--- config.mk ---
export PLATFORM = sky130hd
export DESIGN_NAME = quoted_string_unescaper_unit
export DESIGN_NICKNAME = d
export VERILOG_FILES = /design/src/design/qsu_pkg.sv /design/src/design/quoted_string_unescaper_unit.sv /design/src/design/qsu_in_reg.sv /design/src/design/qsu_core.sv
export SDC_FILE = /design/constraint.sdc
export NUM_CORES = 1
export LEC_CHECK = 0
export BUFFER_PORTS_ARGS = -buffer_cell sky130_fd_sc_hd__buf_2
export CORE_ASPECT_RATIO = 1.25
export CORE_MARGIN = 4
export CORE_UTILIZATION = 25
export CTS_BUF_LIST = sky130_fd_sc_hd__clkbuf_4 sky130_fd_sc_hd__clkbuf_8
export DETAILED_ROUTE_END_ITERATION = 8
export GPL_TIMING_DRIVEN = 0
export PLACE_DENSITY_LB_ADDON = 0.12
export SYNTH_ARGS = -nofsm -noshare
export SYNTH_HDL_FRONTEND = slang
export SYNTH_SLANG_ARGS = --single-unit
--- constraint.sdc ---
create_clock -name clk -period 2.5 [get_ports clk]
set_input_delay 0.25 -clock clk [delete_from_list [all_inputs] [get_ports clk]]
set_output_delay 0.25 -clock clk [all_outputs]
set_load 0.005 [all_outputs]
--- src/design/qsu_pkg.sv ---
package qsu_pkg;

  // Decoder modes
  typedef enum logic [1:0] {
    MODE_AWAIT_OPEN = 2'd0,
    MODE_BODY       = 2'd1,
    MODE_ESCAPE     = 2'd2,
    MODE_HEX_LOW    = 2'd3
  } mode_t;

  // Character codes
  localparam logic [7:0] CHAR_TAB       = 8'h09;
  localparam logic [7:0] CHAR_NEWLINE   = 8'h0A;
  localparam logic [7:0] CHAR_CR        = 8'h0D;
  localparam logic [7:0] CHAR_DQUOTE    = 8'h22;
  localparam logic [7:0] CHAR_APOS      = 8'h27;
  localparam logic [7:0] CHAR_BACKSLASH = 8'h5C;
  localparam logic [7:0] CHAR_LOWER_T   = 8'h74;
  localparam logic [7:0] CHAR_LOWER_N   = 8'h6E;
  localparam logic [7:0] CHAR_LOWER_R   = 8'h72;
  localparam logic [7:0] CHAR_DIGIT_0   = 8'h30;
  localparam logic [7:0] CHAR_DIGIT_9   = 8'h39;
  localparam logic [7:0] CHAR_LOWER_A   = 8'h61;
  localparam logic [7:0] CHAR_LOWER_F   = 8'h66;
  localparam logic [7:0] CHAR_UPPER_A   = 8'h41;
  localparam logic [7:0] CHAR_UPPER_F   = 8'h46;

  // One input transaction
  typedef struct packed {
    logic [7:0] byte_val;
    logic       last;
  } item_t;

  // One result transaction
  typedef struct packed {
    logic [7:0] byte_val;
    logic       byte_valid;
    logic       text_end;
  } res_t;

  // Hex digit value; anything that is not a digit counts as zero
  function automatic logic [3:0] hex_value(input logic [7:0] c);
    logic [7:0] d;
    begin
      d = 8'd0;
      if (c >= CHAR_DIGIT_0 && c <= CHAR_DIGIT_9) begin
        d = c - CHAR_DIGIT_0;
      end else if (c >= CHAR_LOWER_A && c <= CHAR_LOWER_F) begin
        d = c - CHAR_LOWER_A + 8'd10;
      end else if (c >= CHAR_UPPER_A && c <= CHAR_UPPER_F) begin
        d = c - CHAR_UPPER_A + 8'd10;
      end
      hex_value = d[3:0];
    end
  endfunction

endpackage

--- src/design/quoted_string_unescaper_unit.sv ---
// An input transaction passes through the input register and then the result register.
// Throughput: one byte per cycle; the decoder steps once per cycle when the
//   result register is free or drains in the same cycle.
// Items that give no result (opening quote, backslash, first hex digit) are still consumed like any other byte.
// Reset: synchronous, active low; empties both registers and returns the decoder
//   to the awaiting-opening-quote mode with a zero held digit.
module quoted_string_unescaper_unit (
  input  logic       clk,
  input  logic       rst_n,
  input  logic       in_tvalid,
  output logic       in_tready,
  input  logic [7:0] in_tdata,   // [7:0] in_byte
  input  logic       in_tlast,   // in_last
  output logic       out_tvalid,
  input  logic       out_tready,
  output logic [7:0] out_tdata,  // [7:0] out_byte
  output logic       out_tuser,  // [0] byte_valid
  output logic       out_tlast   // text_end
);

  qsu_pkg::item_t in_item;
  qsu_pkg::item_t item;
  logic           item_valid;
  logic           item_take;
  qsu_pkg::res_t  res;

  assign in_item.byte_val = in_tdata;
  assign in_item.last     = in_tlast;

  qsu_in_reg u_in_reg (
    .clk        (clk),
    .rst_n      (rst_n),
    .in_valid   (in_tvalid),
    .in_ready   (in_tready),
    .in_item    (in_item),
    .item_valid (item_valid),
    .item_take  (item_take),
    .item       (item)
  );

  qsu_core u_core (
    .clk        (clk),
    .rst_n      (rst_n),
    .item_valid (item_valid),
    .item_take  (item_take),
    .item       (item),
    .res_valid  (out_tvalid),
    .res_ready  (out_tready),
    .res        (res)
  );

  assign out_tdata = res.byte_val;
  assign out_tuser = res.byte_valid;
  assign out_tlast = res.text_end;

endmodule

--- src/design/qsu_in_reg.sv ---
module qsu_in_reg (
  input  logic          clk,
  input  logic          rst_n,
  input  logic          in_valid,
  output logic          in_ready,
  input  qsu_pkg::item_t in_item,
  output logic          item_valid,
  input  logic          item_take,
  output qsu_pkg::item_t item
);

  logic           valid_r;
  qsu_pkg::item_t item_r;

  // Load a new item when the register is empty or drains this cycle
  assign in_ready   = !valid_r || item_take;
  assign item_valid = valid_r;
  assign item       = item_r;

  // Track occupancy
  always_ff @(posedge clk) begin
    if (!rst_n) begin
      valid_r <= 1'b0;
    end else if (in_ready) begin
      valid_r <= in_valid;
    end
  end

  // Capture payload
  always_ff @(posedge clk) begin
    if (in_valid && in_ready) begin
      item_r <= in_item;
    end
  end

endmodule

--- src/design/qsu_core.sv ---
module qsu_core (
  input  logic           clk,
  input  logic           rst_n,
  input  logic           item_valid,
  output logic           item_take,
  input  qsu_pkg::item_t item,
  output logic           res_valid,
  input  logic           res_ready,
  output qsu_pkg::res_t  res
);

  qsu_pkg::mode_t mode_r, mode_nxt;
  logic [3:0]     nib_r, nib_nxt;
  logic           out_valid_r;
  qsu_pkg::res_t  res_r;
  logic           emit;
  qsu_pkg::res_t  res_nxt;
  logic           slot_free;

  // Step the decoder whenever the result register can take a result
  assign slot_free = !out_valid_r || res_ready;
  assign item_take = item_valid && slot_free;
  assign res_valid = out_valid_r;
  assign res       = res_r;

  // Next mode and pending high digit
  always_comb begin
    mode_nxt = mode_r;
    nib_nxt  = nib_r;
    if (item.last) begin
      mode_nxt = qsu_pkg::MODE_AWAIT_OPEN;
      nib_nxt  = 4'd0;
    end else begin
      unique case (mode_r)
        qsu_pkg::MODE_AWAIT_OPEN: mode_nxt = qsu_pkg::MODE_BODY;
        qsu_pkg::MODE_BODY: begin
          if (item.byte_val == qsu_pkg::CHAR_BACKSLASH) begin
            mode_nxt = qsu_pkg::MODE_ESCAPE;
          end
        end
        qsu_pkg::MODE_ESCAPE: begin
          case (item.byte_val)
            qsu_pkg::CHAR_LOWER_T, qsu_pkg::CHAR_LOWER_N, qsu_pkg::CHAR_LOWER_R,
            qsu_pkg::CHAR_DQUOTE, qsu_pkg::CHAR_APOS, qsu_pkg::CHAR_BACKSLASH:
              mode_nxt = qsu_pkg::MODE_BODY;
            default: begin
              mode_nxt = qsu_pkg::MODE_HEX_LOW;
              nib_nxt  = qsu_pkg::hex_value(item.byte_val);
            end
          endcase
        end
        qsu_pkg::MODE_HEX_LOW: begin
          mode_nxt = qsu_pkg::MODE_BODY;
          nib_nxt  = 4'd0;
        end
        default: mode_nxt = qsu_pkg::MODE_AWAIT_OPEN;
      endcase
    end
  end

  // Result of the current item
  always_comb begin
    emit    = 1'b0;
    res_nxt = '0;
    if (item.last) begin
      emit             = 1'b1;
      res_nxt.text_end = 1'b1;
    end else begin
      unique case (mode_r)
        qsu_pkg::MODE_AWAIT_OPEN: emit = 1'b0;
        qsu_pkg::MODE_BODY: begin
          emit             = (item.byte_val != qsu_pkg::CHAR_BACKSLASH);
          res_nxt.byte_val = item.byte_val;
        end
        qsu_pkg::MODE_ESCAPE: begin
          emit = 1'b1;
          case (item.byte_val)
            qsu_pkg::CHAR_LOWER_T: res_nxt.byte_val = qsu_pkg::CHAR_TAB;
            qsu_pkg::CHAR_LOWER_N: res_nxt.byte_val = qsu_pkg::CHAR_NEWLINE;
            qsu_pkg::CHAR_LOWER_R: res_nxt.byte_val = qsu_pkg::CHAR_CR;
            qsu_pkg::CHAR_DQUOTE, qsu_pkg::CHAR_APOS, qsu_pkg::CHAR_BACKSLASH:
              res_nxt.byte_val = item.byte_val;
            default: emit = 1'b0;
          endcase
        end
        qsu_pkg::MODE_HEX_LOW: begin
          emit             = 1'b1;
          res_nxt.byte_val = {nib_r, qsu_pkg::hex_value(item.byte_val)};
        end
        default: emit = 1'b0;
      endcase
      res_nxt.byte_valid = emit;
    end
  end

  // Advance decoder state
  always_ff @(posedge clk) begin
    if (!rst_n) begin
      mode_r <= qsu_pkg::MODE_AWAIT_OPEN;
      nib_r  <= 4'd0;
    end else if (item_take) begin
      mode_r <= mode_nxt;
      nib_r  <= nib_nxt;
    end
  end

  // Result register occupancy
  always_ff @(posedge clk) begin
    if (!rst_n) begin
      out_valid_r <= 1'b0;
    end else if (slot_free) begin
      out_valid_r <= item_valid && emit;
    end
  end

  // Result register payload
  always_ff @(posedge clk) begin
    if (item_take && emit) begin
      res_r <= res_nxt;
    end
  end

  // Closing item always returns the decoder to the idle mode
  a_end_resets_mode: assert property (@(posedge clk) disable iff (!rst_n)
    (item_take && item.last) |=> (mode_r == qsu_pkg::MODE_AWAIT_OPEN && nib_r == 4'd0))
    else $error("decoder not idle after closing item");

  // A held high digit only exists while waiting for the low digit
  a_nibble_mode: assert property (@(posedge clk) disable iff (!rst_n)
    (nib_r != 4'd0) |-> (mode_r == qsu_pkg::MODE_HEX_LOW))
    else $error("high digit held outside hex mode");

  // A result is either a byte or the end marker, never both or neither
  a_result_kind: assert property (@(posedge clk) disable iff (!rst_n)
    out_valid_r |-> (res_r.byte_valid != res_r.text_end))
    else $error("malformed result");

  // End marker carries a zero byte
  a_end_zero: assert property (@(posedge clk) disable iff (!rst_n)
    (out_valid_r && res_r.text_end) |-> (res_r.byte_val == 8'd0))
    else $error("end marker with nonzero byte");

endmodule
==> flow_summary_export.csv <==
group,metric,value,unit
global_routing,grt_usage,10.51,%
layout,layout-drive-gt1-share,26.14,%
timing,period_minus_slack,2.359,ns
drt,wl_per_cell,15.89,um
timing,rsz0062_at_grt,"no",
timing,fin_skew,0.007428,ns
layout,area_growth,22.59,%
floorplan,die_w,77.06,um
drt,drtIter0Drc,93,
layout,final_nets,194,
floorplan,core,0.005779,mm2
place,place.gp.congestion,0.9110,
clock_network,cts_hold_buf,0,
synthesis,yosysUniqueCellTypes,51,
floorplan,dieArea,0.007268,mm2
layout,stdcell_area,0.001827,mm2
drt,routed_wl,3845,um
synthesis,yosysMostFrequentCell,"edfxtp_1",
synthesis,avgSynthCellArea,10.57,um2
drt,antenna_left,0,
layout,stdcell_count,242,
timing,slew_violations,0,
critical_path,cp.required,2.55,ns
timing,setup_viol,0,
synthesis,syn-num-nets,158,
synthesis,synth_top_area_share,38.29,%
floorplan,pin_count,25,
synthesis,synthTopCellsByCount,"edfxtp_1 (19), a21oi_1 (16), nor2_1 (10)",
global_routing,antenna_found_initial,0,
clock_network,cts_sinks,27,
place,dp_hpwl,2919,um
synthesis,synth_cells,141,
layout,antenna_cells,0,
critical_path,crit_type,"flip-flop to flip-flop",
critical_path,critPathLaunchType,"flip-flop",
timing,max_freq,423.9,MHz
synthesis,synth_edf_count,19,
place,placed_cells,231,
synthesis,synth_area_leaders,"edfxtp_1 (38%), dfxtp_1 (11%), a21oi_1 (5.4%)",
timing,period_share,94.37,%
clock_network,clkLatencyLatePin,0.28,ns
floorplan,start_util,25.78,%
synthesis,yosysSeqAreaShare,49.03,%
job,maxCapViolCount,0,
clock_network,cts_tree,"yes",
floorplan,die_y,94.32,um
timing,worst_slew_pin_slew,0.5442,ns
timing,hold_violations,0,
clock_network,htreeDepth,1,
layout,fill_cells,597,
clock_network,max-clock-path-buffers,2,
timing,slew-limit-headroom,63.72,%
hold_path,hp-class,"input pin to flip-flop",
drt,drc,0,
critical_path,endpoint_kind,"flip-flop",
pwr,power.density,479.1,mW/mm2
synthesis,synth_area_leader_cell,"edfxtp_1",
pwr,power.total,875.3,uW
global_routing,overflow,0,
drt,via_count,1261,
synthesis,async_flop_share,0,%
outcome,status,"finished clean",
drt,dr.pass1.iters,4,
synthesis,ys_seq_elements,27,
pwr,ir_worst_vdd,0.0002015,V
critical_path,cp.arrival,2.41,ns
global_routing,grt_pass1_vias,1239,
clock_network,numCtsBuffers,3,
clock_network,root_buffer,"clkbuf_8",
global_routing,grt_max_degree,17,
synthesis,synthFlopType,"edfxtp_1",
place,place_area,0.001693,mm2
global_routing,grt_pass1_wl,6106,um
synthesis,synth.cell_area,0.001490,mm2
pwr,leakage,0.0006577,uW
place,port_buffers,24,
drt,routed_via_density,5.211,
critical_path,crit_path_max_fanout,10,
synthesis,ys_warn_count,0,
floorplan,rows,31,
clock_network,clkTransAtPathRegs,0.10,ns
==> state kept, by name (all words and copies together) (netlist names) <==
name and flops:
u_core.mode_r 2, u_core.nib_r 4, u_core.res 10, u_core.res_valid 1, u_in_reg.item 9, u_in_reg.item_valid 1
==> path summary, 6_finish.rpt <==
check | from | to | slack, ns | cells after the start
worst min register to register | u_core.nib_r[3]$_SDFFE_PN0P_ | u_core.nib_r[3]$_SDFFE_PN0P_ | 0.48 | 1
worst max-delay path | u_in_reg.item[1]$_DFFE_PP_ | u_core.res[3]$_SDFFCE_PP0P_ | 0.14 | 8
worst min-delay path | in_tdata[4] | u_in_reg.item[5]$_DFFE_PP_ | 0.14 | 1
worst max register to register | u_in_reg.item[1]$_DFFE_PP_ | u_core.res[3]$_SDFFCE_PP0P_ | 0.14 | 8
==> cell type report <==
type	instances	area [um2]	share of cell area [%]
Sequential cell	27	730.7	40.00
Multi-Input combinational cell	102	726.9	39.79
Timing Repair Buffer	31	185.2	10.14
Tap cell	66	82.58	4.521
Clock buffer	3	41.29	2.260
Inverter	8	30.03	1.644
Buffer	4	23.77	1.301
Clock inverter	1	6.256	0.3425
==> cells by family (layout without fill, tap and decap cells) <==
group | after synthesis | count (layout) | synth area share, %
flops | 27 | 27 | 49.03
simple gates | 47 | 47 | 18.81
compound gates | 45 | 45 | 20.91
fa+ha+maj | 4 | 4 | 3.359
mux | 6 | 6 | 4.282
buf+inv | 12 | 47 | 3.610
==> worst max-delay path: stages, from the launching register on <==
cell	delay, ns
edfxtp_1	0.48
buf_4	0.20
ha_1	0.24
mux2_1	0.31
nand3_1	0.16
o2111ai_2	0.21
a21oi_2	0.31
a21oi_4	0.09
buf_12	0.15
==> power breakdown <==
part           leakage (uW)  internal [uW]  switching (uW)
logic              0.000389           45.1            56.5
registers          0.000243            496            17.5
clock network     0.0000260            114             146
==> metal layers <==
metal,global-route usage [%],wire length (um)
met4,5.638,134
met1,12.14,1619
met5,0,0
met2,18.39,1918
met3,2.015,172
==> metrics by stage <==
step | TNS, ns | setup slack, ns | utilization (%) | hold WS (ns)
floorplan | 0 | 0.03352 | - | 0.3489
global placement | -4.797 | -0.4800 | 29.29 | 0.4259
detailed placement | -5.903 | -0.5908 | 29.29 | 0.4281
CTS | 0 | 0.009687 | 30.72 | 0.1343
global route | 0 | 0.02100 | 31.61 | 0.1232
finish | 0 | 0.1407 | 31.61 | 0.1381
==> repair_timing <==
action,4_1_cts,5_1_grt
setup buffers,1,6
endpoints found under the setup margin,10,15
pin swaps,1,0
resized for setup,3,1
==> cells in the final DEF (no fill, tap or decap), types with 3 or more instances in the layout <==
cell type	instances
dfxtp_1	8
inv_1	8
nand2b_1	4
o2bb2ai_1	4
nand2_1	9
a21oi_1	14
buf_2	25
clkbuf_8	3
nand3_1	3
edfxtp_1	19
nor2b_1	3
a31oi_1	3
buf_4	6
mux2i_1	3
nor2_1	10
ha_1	4
No activity file was read; power rests on OpenSTA's default activity.
